File: src/rtl/sgd_l1_cumulative_penalty_update_assert.svh
// Assertion macros shared by the penalty update block.
`ifndef SGD_L1_CUMULATIVE_PENALTY_UPDATE_ASSERT_SVH
`define SGD_L1_CUMULATIVE_PENALTY_UPDATE_ASSERT_SVH

`ifndef SYNTH

// Consequent must hold in the same cycle as the antecedent.
`define L1CP_ASSERT_SAME(label, ck, rs, ante, cons) \
  label: assert property (@(posedge ck) disable iff (rs) (ante) |-> (cons)) \
    else $error("l1cp: same-cycle check failed");

// Consequent must hold in the cycle after the antecedent.
`define L1CP_ASSERT_NEXT(label, ck, rs, ante, cons) \
  label: assert property (@(posedge ck) disable iff (rs) (ante) |=> (cons)) \
    else $error("l1cp: next-cycle check failed");

`else

`define L1CP_ASSERT_SAME(label, ck, rs, ante, cons)
`define L1CP_ASSERT_NEXT(label, ck, rs, ante, cons)

`endif

`endif

File: src/rtl/l1cp_pkg.sv
package l1cp_pkg;

  // Fixed field widths
  localparam int FIDX_W      = 12;
  localparam int DATA_W      = 32;
  localparam int CFG_W       = 16;
  localparam int TOTAL_W     = 48;
  localparam int U_W         = 32;
  localparam int CFG_INDEX_W = 1;
  localparam int ALU_W       = 64;

  // Operation codes
  localparam logic [1:0] OP_UPDATE = 2'd0;
  localparam logic [1:0] OP_EPOCH  = 2'd1;
  localparam logic [1:0] OP_LOAD   = 2'd2;
  localparam logic [1:0] OP_NONE   = 2'd3;

  // Register indexes
  localparam logic [CFG_INDEX_W-1:0] REG_LEARNING_RATE = 1'd0;
  localparam logic [CFG_INDEX_W-1:0] REG_L1_STRENGTH   = 1'd1;

  localparam logic [CFG_W-1:0] LR_RESET = 16'd655;
  localparam logic [CFG_W-1:0] L1_RESET = 16'd66;

  // Half an LSB of Q16.16 in the finer fraction
  localparam int HALF_LSB = 32768;

  typedef enum logic [3:0] {
    S_IDLE, S_RND, S_Z, S_S, S_T, S_D, S_Q, S_ACC, S_U, S_LD, S_DONE
  } state_t;

  typedef enum logic [2:0] {
    ALU_PASS, ALU_SHR16, ALU_SAT_W, ALU_SAT_32, ALU_SAT_TOTAL, ALU_ROUND_U
  } alu_mode_t;

  typedef enum logic [2:0] {
    A_PROD, A_W, A_U, A_Z, A_RES, A_Q, A_TOTAL, A_G
  } a_sel_t;

  typedef enum logic [2:0] {
    B_ZERO, B_HALF, B_TMP, B_Q, B_PROD, B_Z
  } b_sel_t;

  typedef enum logic [2:0] {
    D_NONE, D_TMP, D_Z, D_RES, D_RES_CLAMP, D_TOTAL, D_U
  } dst_t;

  typedef struct packed {
    logic      in_ready;
    a_sel_t    a_sel;
    b_sel_t    b_sel;
    logic      sub;
    alu_mode_t mode;
    dst_t      dst;
    logic      finish;
  } ctrl_t;

  // Saturate a wide signed value to the signed 32-bit range
  function automatic logic signed [DATA_W-1:0] sat_s32(input logic signed [ALU_W-1:0] v);
    logic signed [ALU_W-1:0] hi;
    logic signed [ALU_W-1:0] lo;
    hi = (ALU_W'(64'sd1) <<< (DATA_W - 1)) - ALU_W'(64'sd1);
    lo = -hi - ALU_W'(64'sd1);
    if (v > hi) begin
      sat_s32 = hi[DATA_W-1:0];
    end else if (v < lo) begin
      sat_s32 = lo[DATA_W-1:0];
    end else begin
      sat_s32 = v[DATA_W-1:0];
    end
  endfunction

endpackage

File: src/rtl/l1cp_alu.sv
module l1cp_alu #(
  parameter int WEIGHT_WIDTH = 32
) (
  input  logic signed [l1cp_pkg::ALU_W-1:0] a,
  input  logic signed [l1cp_pkg::ALU_W-1:0] b,
  input  logic                              sub,
  input  l1cp_pkg::alu_mode_t               mode,
  output logic signed [l1cp_pkg::ALU_W-1:0] y
);
  import l1cp_pkg::*;

  localparam logic signed [ALU_W-1:0] W_MAX =
    (ALU_W'(64'sd1) <<< (WEIGHT_WIDTH - 1)) - ALU_W'(64'sd1);
  localparam logic signed [ALU_W-1:0] W_MIN = -W_MAX - ALU_W'(64'sd1);
  localparam logic signed [ALU_W-1:0] T_MAX =
    (ALU_W'(64'sd1) <<< TOTAL_W) - ALU_W'(64'sd1);
  localparam logic signed [ALU_W-1:0] U_MAX =
    (ALU_W'(64'sd1) <<< U_W) - ALU_W'(64'sd1);

  logic signed [ALU_W-1:0] sum;
  logic signed [ALU_W-1:0] shr;

  // Shared add or subtract
  assign sum = sub ? (a - b) : (a + b);
  assign shr = sum >>> 16;

  // Post-process the sum by mode
  always_comb begin
    unique case (mode)
      ALU_PASS:      y = sum;
      ALU_SHR16:     y = shr;
      ALU_SAT_W:     y = (sum > W_MAX) ? W_MAX : ((sum < W_MIN) ? W_MIN : sum);
      ALU_SAT_32:    y = ALU_W'(sat_s32(sum));
      ALU_SAT_TOTAL: y = (sum > T_MAX) ? T_MAX : sum;
      ALU_ROUND_U:   y = (shr > U_MAX) ? U_MAX : shr;
      default:       y = sum;
    endcase
  end

endmodule

File: config.mk
export PLATFORM = sky130hd
export DESIGN_NAME = l1cp_alu
export DESIGN_NICKNAME = d
export VERILOG_FILES = /design/src/rtl/sgd_l1_cumulative_penalty_update_assert.svh /design/src/rtl/l1cp_pkg.sv /design/src/rtl/l1cp_alu.sv
export SDC_FILE = /design/constraint.sdc
export NUM_CORES = 1
export LEC_CHECK = 0
export ABC_AREA = 0
export BUFFER_PORTS_ARGS = -buffer_cell sky130_fd_sc_hd__buf_2
export CORE_MARGIN = 2
export CORE_UTILIZATION = 52
export DETAILED_ROUTE_END_ITERATION = 6
export PLACE_DENSITY = 0.82
export SLEW_MARGIN = 40
export SYNTH_ARGS = -nofsm -noshare
export SYNTH_HDL_FRONTEND = slang
export SYNTH_SLANG_ARGS = --single-unit
File: constraint.sdc
create_clock -name vclk -period 9.25
set_input_delay 0.925 -clock vclk [all_inputs]
set_output_delay 0.925 -clock vclk [all_outputs]
set_load 0.01 [all_outputs]
-- Word-level counts from Yosys, hierarchy flattened
Index checks and enable logic that the tools add are counted.
- input bits: 132
- bits in registers: 0
- word-level logic and storage cells: 19
- output and inout port bits: 64
- mux-type cells: 8
- eq/ne operators: 5
- add/subtract/negate cells: 2
- magnitude comparators: 4
- operators with widths (kind ; count):
    64-bit 2-to-1 mux ; 5
    64-bit case mux with 5 select lines ; 1
    64-bit adder ; 1
    64-bit by 32-bit > comparator with 1-bit output (second input constant) ; 1
    64-bit by 49-bit > comparator with 1-bit output (second input constant) ; 1
    64-bit by 32-bit < comparator with 1-bit output (second input constant) ; 1
    32-bit 2-to-1 mux ; 2
    64-bit subtractor ; 1
    48-bit by 33-bit > comparator with 1-bit output (second input constant) ; 1
    3-bit by 2-bit equality test with 1-bit output (second input constant) ; 2
    3-bit equality test (second input constant) ; 2
    3-bit by 1-bit equality test with 1-bit output (second input constant) ; 1

-- Depth between registers and ports, before layout
- depth in word-level cells: 6
- mapped depth: 35

-- Worst setup path after synthesis
No wires, ideal clock.
- path kind: in2out
- start point: in b[5] (netlist bit)
- end point: out y[50] (netlist bit)
- data required time: 8325 ps
- stages on the path: 33
- buffers on the path: 2
- data arrival time: 8584 ps
- path slack: -259 ps
- path through: or3_1 or3_1 nor3_1 and3b_1 nor3b_1 nor2b_1 nand3b_1 nor3_1 a21oi_1 xnor2_1 ha_1 buf_2 nand4_1 or3_1 nor2_1 nand2_1 o311ai_1 xor2_1 inv_1 or4_1 nor4_1 nand4_1 or4_1 or3_1 ha_1 nor2_1 nor2_1 and2_1 nand4_1 a2bb2oi_2 nor3_2 buf_2 a21oi_1
- cells in the longest elaborated chain, start to end: 6
- elaborated cells on any way between the ends: 14
- those cells by class: add/sub (2); order compare (4); mux (8)
- RTL lines (item ; line ; RTL):
    start, declared ; l1cp_alu.sv:5 ; input logic signed [l1cp_pkg::ALU_W-1:0] b,
    64-bit adder or 64-bit subtractor (tied branches) ; l1cp_alu.sv:24 ; assign sum = sub ? (a - b) : (a + b);
    64-bit 2-to-1 mux * ; l1cp_alu.sv:24 ;
    64-bit by 32-bit < comparator with 1-bit output ; l1cp_pkg.sv:66, l1cp_alu.sv:32 ;
    32-bit 2-to-1 mux or 64-bit 2-to-1 mux (tied branches) ; l1cp_pkg.sv:66, l1cp_alu.sv:32 ;
    32-bit 2-to-1 mux or 64-bit 2-to-1 mux (tied branches) ; l1cp_pkg.sv:64, l1cp_alu.sv:32 ;
    64-bit case mux with 5 select lines * ; l1cp_alu.sv:29 ; unique case (mode)
    end, declared ; l1cp_alu.sv:8 ; output logic signed [l1cp_pkg::ALU_W-1:0] y
Mark *: on every way between the ends. The rest lies on a longest branch, timed or not.

-- Final worst setup path
- start point: in b[4] (netlist bit)
- end point: out y[47] (netlist bit)
Same word-level chain as after synthesis.

==> key figures <==
Status
  • Run status: finished with violations
  • Failing checks: setup timing

Routing
  • Pre-antenna DRT Iters: 6
  • DR vias/cell: 6.34
  • Via count: 11431
  • Post-Route WL: 33800 um
  • Routed Antenna Nets: 0
  • Initial DRC count: 1228
  • DRC errors left: 0
  • WL per Instance: 18.8 um

Power and ir drop
  • Clock Power Share: 0%
  • Pwr Total: 1.41 mW
  • Switch Pwr: 0.809 mW
  • Leak: 4.85 nW
  • Int Pwr: 0.606 mW
  • Comb power frac: 100.0%
  • IR drop worst, VDD: 63.1 uV
  • Switching share of power: 57.2%
  • Reg power frac: 0%
  • Pwr per Cell Area: 129 nW/um^2

Critical path
  • Crit-path leading delay family: simple AND/OR/NAND/NOR gates
  • Slowest cell on crit path: or4_4
  • WP depth: 36
  • Required time worst endpoint: 8.33 ns
  • Endpoint type of the worst setup path: output port
  • Most numerous cell on the critical path: or3_4
  • CP Max Fanout: 4
  • Worst path bufs/invs: 5
  • WS Path Type: input pin to output port
  • Critical Path AT: 8.37 ns
  • Crit-path max cell delay: 0.55 ns
  • Worst Setup Start Kind: input pin

Logic synthesis
  • Synth area leaders: a21oi_1 (13%), ha_1 (11%), xnor2_1 (10%)
  • Synth warnings: 0
  • Sequential-to-total area share from yosys stat: 0%
  • Unique cell type count in the Yosys netlist: 101
  • Post-synth net total: 1419
  • Syn Area/Cell: 6.33 um^2
  • Cell Area, Synth: 7730 um^2
  • Yosys top cell area share: 12.6%
  • Post-Synthesis Cells: 1221
  • Largest area contributor in the netlist: a21oi_1

GRT
  • First-pass GRT wire length: 52500 um
  • Largest net degree at the start of global routing: 41
  • Number of global-route vias before repair: 10388
  • M1 GR Usage: 53.3%
  • Antenna violations before repair: 0
  • Overflow after GRT: 0
  • Gr busiest metal: met2
  • Met3 Use GR: 2.68%
  • Total track usage: 39.6%
  • Met2 usage: 68.4%

Floorplanning
  • # rows: 44
  • Core Region: 14500 um^2
  • Initial core utilization: 53.2%
  • Die width: 126 um
  • Die Height: 126 um
  • Die ar.: 15900 um^2
  • Boundary Pins: 196

Placed design
  • Gpl congestion: 1.02
  • Port Buf Inserts: 196
  • Cell Area, Placed: 10500 um^2
  • DP Worst Slack: -0.670 ns
  • Post-DP HPWL: 28400 um
  • Placed insts: 1782

Final layout
  • FF+latch area: 0 um^2
  • Layout cell share with drive strength beyond 1: 35.5%
  • Design Area, Final: 10900 um^2
  • CLK BUF: 0
  • Post-route insts no fill: 1802
  • Nets: 1818
  • Ant. Diodes: 0
  • FFs & Latches: 0
  • Area Growth Syn to Fin: 41.4%

Timing
  • Fmax achieved: 108 MHz
  • Final setup viols: 3
  • Post-route minimum period: 9.29 ns
  • Slew Limit Fails: 0
  • Worst slew pin tran: 0.807 ns
  • Hold Fails Final Rpt: 0
  • Max-slew headroom: 46.2%
  • Final critical-path share of the clock period: 100%
  • PnR worst setup slack: -0.0413 ns
  • Unrepaired setup endpoints after global routing: true

Min path
  • Hold path cells: 3
  • Hold Crit Class: input pin to output port

Flow run
  • Max-cap violations: 0
[logic make-up (layout without fill, tap and decap cells)]
| family | Yosys count | count (layout) | synth area share, % |
|---|---|---|---|
| xor gates and xnor gates | 117 | 117 | 13.5 |
| AOI/OAI and AO/OA | 445 | 446 | 37.3 |
| adders and majority gates | 66 | 66 | 10.8 |
| buffers and inverters | 113 | 509 | 6.70 |
| muxes | 7 | 7 | 0.939 |
| and+or+nand+nor | 473 | 473 | 30.8 |
[cell type report]
class | instances | area (um^2)
Fill cell | 1161 | 3610
Inverter | 46 | 173
Multi-Input combinational cell | 1109 | 7510
Tap cell | 184 | 230
Timing Repair Buffer | 463 | 3020
[worst paths after layout]
path,endpoint,start
hold / removal,y[31],mode[1]
setup / recovery,y[47],b[4]
[worst min-delay path, stage by stage]
cell and delay (ns):
buf_2 0.19, o221ai_1 0.21, buf_2 0.14
[cell usage after synthesis (all sizes together) (4+ instances only)]
cell type,n
a21oi,196
nor2,153
nand2,111
xnor2,91
o21ai,76
ha,65
inv,46
buf,42
nor3,39
nand4,36
xor2,26
clkbuf,25
nor4,20
or3,20
a22oi,17
nand3,16
a31oi,15
o21a,15
or2,13
o211ai,12
nand2b,11
a221oi,10
o21bai,10
a211oi,9
a21o,9
and2,9
nor2b,9
o221a,8
or4,8
o31ai,7
a31o,6
a221o,5
mux2i,5
nand3b,5
nand4b,5
o2111ai,5
o41ai,5
and3,4
o2111a,4
o221ai,4
[repair_timing]
item	CTS	global route
resized for setup	34	33
endpoints found under the setup margin	62	63
buffers inserted	13	6
pin swaps	29	16
hold buffers	0	0
gates cloned	0	2
[layer usage]
layer  wire length (um)  vias to the layer above
met2              15800                      702
met4               1030                        0
li1                   -                     5354
met3               2970                       80
met1              14000                     5295
met5                  0                        -
[through the flow]
step	TNS, ns	util, %	hold WS, ns
3_3_place_gp	-4.90	72.1	2.39
3_5_place_dp	-24.53	72.1	2.38
5_1_grt	-14.94	75.2	2.43
2_1_floorplan	0	-	2.18
6_report	-0.0721	75.2	2.39
4_1_cts	-0.0212	73.8	2.38
[placed cells by master (no fill, tap or decap), drive strengths merged, types with 13 or more instances in the layout]
master  synthesis  layout
inv            46      46
buf            42     463
nor4           20      20
or2            13      13
or3            20      20
a21oi         196     196
a31oi          15      15
nor3           39      39
nand3          16      16
o21ai          76      76
xor2           26      26
nor2          153     153
nand2         111     111
ha             65      65
xnor2          91      91
a22oi          17      17
nand4          36      36
o21a           15      15
[power groups by stage]
stage	logic (mW)	clock network, mW	registers [mW]
final	1.41	0	0
after global routing	1.50	0	0
after CTS	1.34	0	0
after detailed placement	1.30	0	0
after global placement	1.29	0	0
after floorplan	0.741	0	0
Note: power is estimated with default switching activity, not from simulation.
