$ cat src/rtl/sgd_l1_cumulative_penalty_update_assert.svh
// Assertion macros shared by the penalty update block.
`ifndef SGD_L1_CUMULATIVE_PENALTY_UPDATE_ASSERT_SVH
`define SGD_L1_CUMULATIVE_PENALTY_UPDATE_ASSERT_SVH

`ifndef SYNTH

// Consequent must hold in the same cycle as the antecedent.
`define L1CP_ASSERT_SAME(label, ck, rs, ante, cons) \
  label: assert property (@(posedge ck) disable iff (rs) (ante) |-> (cons)) \
    else $error("l1cp: same-cycle check failed");

// Consequent must hold in the cycle after the antecedent.
`define L1CP_ASSERT_NEXT(label, ck, rs, ante, cons) \
  label: assert property (@(posedge ck) disable iff (rs) (ante) |=> (cons)) \
    else $error("l1cp: next-cycle check failed");

`else

`define L1CP_ASSERT_SAME(label, ck, rs, ante, cons)
`define L1CP_ASSERT_NEXT(label, ck, rs, ante, cons)

`endif

`endif

$ cat src/rtl/l1cp_pkg.sv
package l1cp_pkg;

  // Fixed field widths
  localparam int FIDX_W      = 12;
  localparam int DATA_W      = 32;
  localparam int CFG_W       = 16;
  localparam int TOTAL_W     = 48;
  localparam int U_W         = 32;
  localparam int CFG_INDEX_W = 1;
  localparam int ALU_W       = 64;

  // Operation codes
  localparam logic [1:0] OP_UPDATE = 2'd0;
  localparam logic [1:0] OP_EPOCH  = 2'd1;
  localparam logic [1:0] OP_LOAD   = 2'd2;
  localparam logic [1:0] OP_NONE   = 2'd3;

  // Register indexes
  localparam logic [CFG_INDEX_W-1:0] REG_LEARNING_RATE = 1'd0;
  localparam logic [CFG_INDEX_W-1:0] REG_L1_STRENGTH   = 1'd1;

  localparam logic [CFG_W-1:0] LR_RESET = 16'd655;
  localparam logic [CFG_W-1:0] L1_RESET = 16'd66;

  // Half an LSB of Q16.16 in the finer fraction
  localparam int HALF_LSB = 32768;

  typedef enum logic [3:0] {
    S_IDLE, S_RND, S_Z, S_S, S_T, S_D, S_Q, S_ACC, S_U, S_LD, S_DONE
  } state_t;

  typedef enum logic [2:0] {
    ALU_PASS, ALU_SHR16, ALU_SAT_W, ALU_SAT_32, ALU_SAT_TOTAL, ALU_ROUND_U
  } alu_mode_t;

  typedef enum logic [2:0] {
    A_PROD, A_W, A_U, A_Z, A_RES, A_Q, A_TOTAL, A_G
  } a_sel_t;

  typedef enum logic [2:0] {
    B_ZERO, B_HALF, B_TMP, B_Q, B_PROD, B_Z
  } b_sel_t;

  typedef enum logic [2:0] {
    D_NONE, D_TMP, D_Z, D_RES, D_RES_CLAMP, D_TOTAL, D_U
  } dst_t;

  typedef struct packed {
    logic      in_ready;
    a_sel_t    a_sel;
    b_sel_t    b_sel;
    logic      sub;
    alu_mode_t mode;
    dst_t      dst;
    logic      finish;
  } ctrl_t;

  // Saturate a wide signed value to the signed 32-bit range
  function automatic logic signed [DATA_W-1:0] sat_s32(input logic signed [ALU_W-1:0] v);
    logic signed [ALU_W-1:0] hi;
    logic signed [ALU_W-1:0] lo;
    hi = (ALU_W'(64'sd1) <<< (DATA_W - 1)) - ALU_W'(64'sd1);
    lo = -hi - ALU_W'(64'sd1);
    if (v > hi) begin
      sat_s32 = hi[DATA_W-1:0];
    end else if (v < lo) begin
      sat_s32 = lo[DATA_W-1:0];
    end else begin
      sat_s32 = v[DATA_W-1:0];
    end
  endfunction

endpackage

$ cat src/rtl/l1cp_seq.sv
`include "sgd_l1_cumulative_penalty_update_assert.svh"

module l1cp_seq (
  input  logic            clk,
  input  logic            rst,
  input  logic            in_valid,
  input  logic [1:0]      operation,
  input  logic            idx_ok,
  input  logic            z_pos,
  input  logic            z_zero,
  input  logic            out_free,
  output l1cp_pkg::ctrl_t ctrl
);
  import l1cp_pkg::*;

  state_t state;
  state_t state_next;

  always_ff @(posedge clk) begin
    if (rst) begin
      state <= S_IDLE;
    end else begin
      state <= state_next;
    end
  end

  // Next state
  always_comb begin
    state_next = state;
    unique case (state)
      S_IDLE: begin
        if (in_valid) begin
          unique case (operation)
            OP_UPDATE: state_next = idx_ok ? S_RND : S_DONE;
            OP_EPOCH:  state_next = S_ACC;
            OP_LOAD:   state_next = idx_ok ? S_LD : S_DONE;
            default:   state_next = S_DONE;
          endcase
        end
      end
      S_RND:  state_next = S_Z;
      S_Z:    state_next = S_S;
      S_S:    state_next = z_zero ? S_DONE : S_T;
      S_T:    state_next = S_D;
      S_D:    state_next = S_Q;
      S_Q:    state_next = S_DONE;
      S_ACC:  state_next = S_U;
      S_U:    state_next = S_DONE;
      S_LD:   state_next = S_DONE;
      S_DONE: state_next = out_free ? S_IDLE : S_DONE;
      default: state_next = S_IDLE;
    endcase
  end

  // Unit operands and destination per step
  always_comb begin
    ctrl          = '0;
    ctrl.a_sel    = A_PROD;
    ctrl.b_sel    = B_ZERO;
    ctrl.mode     = ALU_PASS;
    ctrl.dst      = D_NONE;
    unique case (state)
      S_IDLE: ctrl.in_ready = 1'b1;
      S_RND: begin
        ctrl.a_sel = A_PROD;
        ctrl.b_sel = B_HALF;
        ctrl.mode  = ALU_SHR16;
        ctrl.dst   = D_TMP;
      end
      S_Z: begin
        ctrl.a_sel = A_W;
        ctrl.b_sel = B_TMP;
        ctrl.mode  = ALU_SAT_W;
        ctrl.dst   = D_Z;
      end
      S_S: begin
        ctrl.a_sel = A_U;
        ctrl.b_sel = B_Q;
        ctrl.sub   = !z_pos;
        ctrl.dst   = D_TMP;
      end
      S_T: begin
        ctrl.a_sel = A_Z;
        ctrl.b_sel = B_TMP;
        ctrl.sub   = z_pos;
        ctrl.dst   = D_RES_CLAMP;
      end
      S_D: begin
        ctrl.a_sel = A_RES;
        ctrl.b_sel = B_Z;
        ctrl.sub   = 1'b1;
        ctrl.dst   = D_TMP;
      end
      S_Q: begin
        ctrl.a_sel = A_Q;
        ctrl.b_sel = B_TMP;
        ctrl.mode  = ALU_SAT_32;
        ctrl.dst   = D_TMP;
      end
      S_ACC: begin
        ctrl.a_sel = A_TOTAL;
        ctrl.b_sel = B_PROD;
        ctrl.mode  = ALU_SAT_TOTAL;
        ctrl.dst   = D_TOTAL;
      end
      S_U: begin
        ctrl.a_sel = A_TOTAL;
        ctrl.b_sel = B_HALF;
        ctrl.mode  = ALU_ROUND_U;
        ctrl.dst   = D_U;
      end
      S_LD: begin
        ctrl.a_sel = A_G;
        ctrl.b_sel = B_ZERO;
        ctrl.mode  = ALU_SAT_W;
        ctrl.dst   = D_RES;
      end
      S_DONE: ctrl.finish = out_free;
      default: ctrl.in_ready = 1'b0;
    endcase
  end

  `L1CP_ASSERT_NEXT(a_busy_after_accept, clk, rst, in_valid && ctrl.in_ready, !ctrl.in_ready)
  `L1CP_ASSERT_NEXT(a_idle_after_finish, clk, rst, ctrl.finish, ctrl.in_ready)

endmodule

$ cat config.mk
export PLATFORM = sky130hd
export DESIGN_NAME = l1cp_seq
export DESIGN_NICKNAME = d
export VERILOG_FILES = /design/src/rtl/l1cp_pkg.sv /design/src/rtl/l1cp_seq.sv
export VERILOG_INCLUDE_DIRS = /design/src /design/src/rtl
export SDC_FILE = /design/constraint.sdc
export NUM_CORES = 1
export LEC_CHECK = 0
export ABC_AREA = 1
export BUFFER_PORTS_ARGS = -buffer_cell sky130_fd_sc_hd__buf_4
export CORE_AREA = 2 2 39 41
export CTS_CLUSTER_DIAMETER = 60
export DETAILED_ROUTE_END_ITERATION = 16
export DIE_AREA = 0 0 41 43
export GPL_TIMING_DRIVEN = 1
export PLACE_DENSITY_LB_ADDON = 0.2
export SLEW_MARGIN = 40
export SYNTH_ARGS = -nofsm -noshare
export SYNTH_HDL_FRONTEND = slang
export SYNTH_SLANG_ARGS = --single-unit
$ cat constraint.sdc
create_clock -name clk -period 1.2 [get_ports clk]
set_input_delay 0.18 -clock clk [delete_from_list [all_inputs] [get_ports clk]]
set_output_delay 0.18 -clock clk [all_outputs]
set_load 0.03 [all_outputs]
# ---- After elaboration in Yosys (flattened, before gate mapping)
# Cells that the tools add are included.
dict set report totals {
  out_inout_bits 15
  regBits 4
  wordCells 33
  input_bits 9
}
dict set report classes {
  n_reduce_logical 6
  n_mux 13
  n_eq_ne 13
}
# operator n
set op_table {}
lappend op_table {{6-bit one-hot mux with 9 select lines} 1}
lappend op_table {{4-bit one-hot mux with 9 select lines} 1}
lappend op_table {{3-bit one-hot mux with 6 select lines} 1}
lappend op_table {{4-bit by 3-bit equality test with 1-bit output (second input constant)} 4}
lappend op_table {{4-bit 2-to-1 mux} 4}
lappend op_table {{3-bit one-hot mux with 5 select lines} 1}
lappend op_table {{4-bit equality test (second input constant)} 3}
lappend op_table {{4-bit one-hot mux with 3 select lines} 1}
lappend op_table {{4-bit by 2-bit equality test with 1-bit output (second input constant)} 2}
lappend op_table {{4-bit by 1-bit equality test with 1-bit output (second input constant)} 1}
lappend op_table {{4-bit logical NOT} 1}
lappend op_table {{4-bit OR reduction} 1}
lappend op_table {{1-bit one-hot mux with 3 select lines} 1}
lappend op_table {{3-bit OR reduction} 1}
lappend op_table {{2-bit by 1-bit equality test with 1-bit output (second input constant)} 1}
lappend op_table {{2-bit equality test (second input constant)} 1}
lappend op_table {{2-bit logical NOT} 1}
lappend op_table {{1-bit 2-to-1 mux} 2}
lappend op_table {{2-bit 2-to-1 mux} 1}
lappend op_table {{2-bit inequality test (second input constant)} 1}
lappend op_table {{2-bit OR reduction} 1}
lappend op_table {{1-bit logical NOT} 1}

# ---- Depth between registers and ports, before layout
dict set report logic_depth {
  depth_word 4
  mapped_depth 7
  depth_no_buf 7
}

# ---- Worst setup path before layout
# OpenSTA, ideal clock, no wires.
dict set report synth_timing {
  kind {register to output}
  startpoint {reg state[2]}
  endpoint {out ctrl[13] (netlist name)}
  arrival_time_ns 1.311
  path_slack_ns -0.291
  n_path_buf 0
  required_ns 1.020
  stages_incl_launch_ff 3
  cell_sequence {dfxtp_1 > nand2_1 > o21ai_0}
}
# element line_no
set synth_rtl {}
lappend synth_rtl {{from (decl)} l1cp_seq.sv:16} ;# state_t state;
lappend synth_rtl {{from (signal assigned)} l1cp_seq.sv:23} ;# state <= state_next;
lappend synth_rtl {{to (decl)} l1cp_seq.sv:12} ;# output l1cp_pkg::ctrl_t ctrl

==> results by group <==
Status
  – Outcome: finished, violations left
  – Failing checks: negative setup slack

Layout
  – Biggest register: state
  – Number of fill cells: 131
  – Largest register FFs: 4
  – Final Net Count: 141
  – Share of cells above drive strength 1: 61.1%
  – Seq. cell area: 95.1 um2
  – Area of the multi-input gates: 424 um2
  – Layout area overhead: 98.2%
  – Fin cells: 147
  – Largest regs: state x4
  – Antenna diode count: 0

Route
  – Met2 routed WL: 898 um
  – Via count: 707
  – Initial DRC Count: 8
  – M1 WL: 669 um
  – Met3 WL: 65 um
  – 1st-pass router iterations: 4
  – Top Metal Used: met3
  – Drt total wl: 1.63 mm
  – Per-cell routed wire length: 11.1 um
  – Post-DRT Antenna Nets: 0
  – Drc violations: 0
  – Post-DR vias/cell: 4.81

Timing
  – Worst Tran Pin Value: 0.278 ns
  – Unrepaired setup endpoints after global routing: yes
  – Fin crit share: 125%
  – Clk_skew: 0.00321 ns
  – Final worst slack: -0.298 ns
  – Hold Fails Final Rpt: 0
  – Clock period minus worst slack: 1.50 ns
  – Slew headroom: 81.4%
  – Highest clock rate: 668 MHz
  – Max Slew Vio Count: 0
  – # setup viols final: 19

Pwr
  – Sw Ratio: 52.8%
  – Leak: 0.516 nW
  – Switching power: 1.61 mW
  – Clock power share: 5.9%
  – VDD IR-drop max: 1.84 mV
  – Comb pwr share: 83.0%
  – Power Density: 3180 nW/um2
  – Pint: 1.44 mW
  – Sequential Power Share: 11.1%

Worst setup path
  – Worst EP arrival: 1.32 ns
  – Max Fanout on Critical Path: 6
  – Setup crit start kind: flop
  – Worst reg2reg path depth: 7
  – Critical Path RT: 1.02 ns
  – Crit end category: primary output
  – Crit path kind: reg -> out

Synthesis
  – Post-synthesis cell area: 483 um2
  – Synth top cells by count: 22 x nand2_1, 15 x nor2_1, 8 x inv_1, 7 x nand3_1
  – Synth warn: 0
  – EDFF count, synth: 0
  – Post-synth top flop: dfxtp_1
  – Syn nets: 96
  – Largest area contributor in the netlist: nand2_1
  – Avg Cell Area, Syn: 5.55 um2
  – Yosys reg bits: 4
  – Share of the yosys chip area belonging to registers: 16.6%
  – Post-synth ARST share: 0%
  – Most common cell in the synthesized netlist: nand2_1
  – Post-synth cell types: 19
  – Top post-synthesis cells by area: nand2_1 17%, dfxtp_1 17%, nor2_1 12%, nand3_1 7.3%, nor2_4 7.0%
  – Share of the synthesized area in the top cell type: 17.1%
  – Cells after Synth: 87

Clocking
  – CTS tree: yes
  – Deepest clock path buffer count: 2
  – Clock transition at path regs: 0.04 ns
  – Clk_lat worst skew: 0.23 ns
  – Clock Root Buffer: clkbuf_4
  – Clk sinks: 4
  – TritonCTS Buffers: 3
  – H-tree Lvls: 1

Job
  – # Max-Cap Violations: 0

Global routing
  – First-pass GRT wire length: 2.41 mm
  – Largest net degree at the start of global routing: 7
  – Initial antenna violation count: 0
  – GRT Total Usage: 19.8%
  – Number of global-route vias before repair: 597
  – Grt total ovfl: 0

Die
  – Die W: 41 um
  – Die ar.: 1760 um2
  – Initial core utilization: 34.9%
  – Core area: 1380 um2
  – Die height: 43 um
  – Top Ports: 24
  – # rows: 14

Place
  – Cells after DPL: 136
  – Hpwl dp: 1.20 mm
  – GPL Wtd Cong: 0.825
  – # port buffers: 23
  – Pre-CTS setup slack: -0.0667 ns

Min path
  – Hold Path Depth: 4
  – Worst hold path type: in -> reg
[layout make-up]
| cell class | instances | share of cell area [%] |
|---|---|---|
| inverter | 12 | 5.23 |
| multi-input combinational | 71 | 44.3 |
| tap | 16 | 2.09 |
| sequential | 4 | 9.93 |
| timing repair buffer | 40 | 35.7 |
| clock buffer | 4 | 2.75 |
[power by group through the flow]
stage | clock (mW) | sequential, mW | combinational [mW]
after floorplan | 0 | 0.299 | 1.28
after global placement | 0 | 0.306 | 2.03
after detailed placement | 0 | 0.308 | 2.04
after CTS | 0.191 | 0.330 | 2.44
after global routing | 0.197 | 0.344 | 2.71
final | 0.180 | 0.339 | 2.53
[path summary, 6_finish.rpt]
kind | startpoint | endpoint | slack [ns]
hold / removal | rst | state[1]$_SDFFE_PP0P_ | 0.22
setup / recovery | state[2]$_SDFFE_PP0P_ | ctrl[5] | -0.30
setup reg to reg | state[2]$_SDFFE_PP0P_ | state[3]$_SDFFE_PP0P_ | -0.09
hold reg to reg | state[2]$_SDFFE_PP0P_ | state[1]$_SDFFE_PP0P_ | 0.72
[worst max-delay path, stage by stage (launching register included)]
cell     delay (ns)
dfxtp_4        0.37
buf_4          0.14
nor2_4         0.19
nand2_2        0.10
o21ai_1        0.10
buf_4          0.18
[cells by family (layout without fill, tap and decap cells)]
| group | after synthesis | after routing | share of synthesized area [%] |
|---|---|---|---|
| simple gates | 59 | 59 | 59.1 |
| compound gates | 12 | 12 | 15.0 |
| buf+inv | 12 | 56 | 9.33 |
| flops | 4 | 4 | 16.6 |
[per-stage QoR]
stage / utilization, % / instance area, um2 / TNS, ns / hold WS (ns) / total power [mW]
finish: 69.2 / 957 / -3.63 / 0.223 / 3.05
detailed placement: 55.8 / 772 / -0.494 / 0.470 / 2.35
floorplan: - / 504 / -0.176 / 0.369 / 1.58
CTS: 67.3 / 931 / -3.48 / 0.220 / 2.96
global route: 69.2 / 957 / -4.75 / 0.247 / 3.25
global placement: 55.8 / 772 / -0.242 / 0.472 / 2.34
[cells in the final DEF, fill, tap and decap left out, types with 3 or more instances in the layout]
cell      synthesis  final
buf_4             0     29
inv_2             4      3
clkbuf_4          0      3
nor2_2            3      6
nor2_4            3      6
inv_1             8      7
nor2_1           15      9
nand2_2           4     10
nand3_1           7      5
dfxtp_4           0      4
nand2_1          22     15
buf_6             0     11
o211ai_1          3      3
nand3_2           1      3
[repair_timing]
action | 4_1_cts | 5_1_grt
endpoints found under the setup margin | 19 | 19
resized for setup | 26 | 8
buffers inserted | 7 | 0
hold buffers | 0 | 0
pin swaps | 9 | 2
[metal layers]
layer | track usage (%) | vias to the layer above
met5 | 0 | -
li1 | - | 371
met4 | 6.00 | 0
met3 | 3.14 | 0
met1 | 23.5 | 319
met2 | 34.1 | 17
Power figures use the tool's default switching activity.
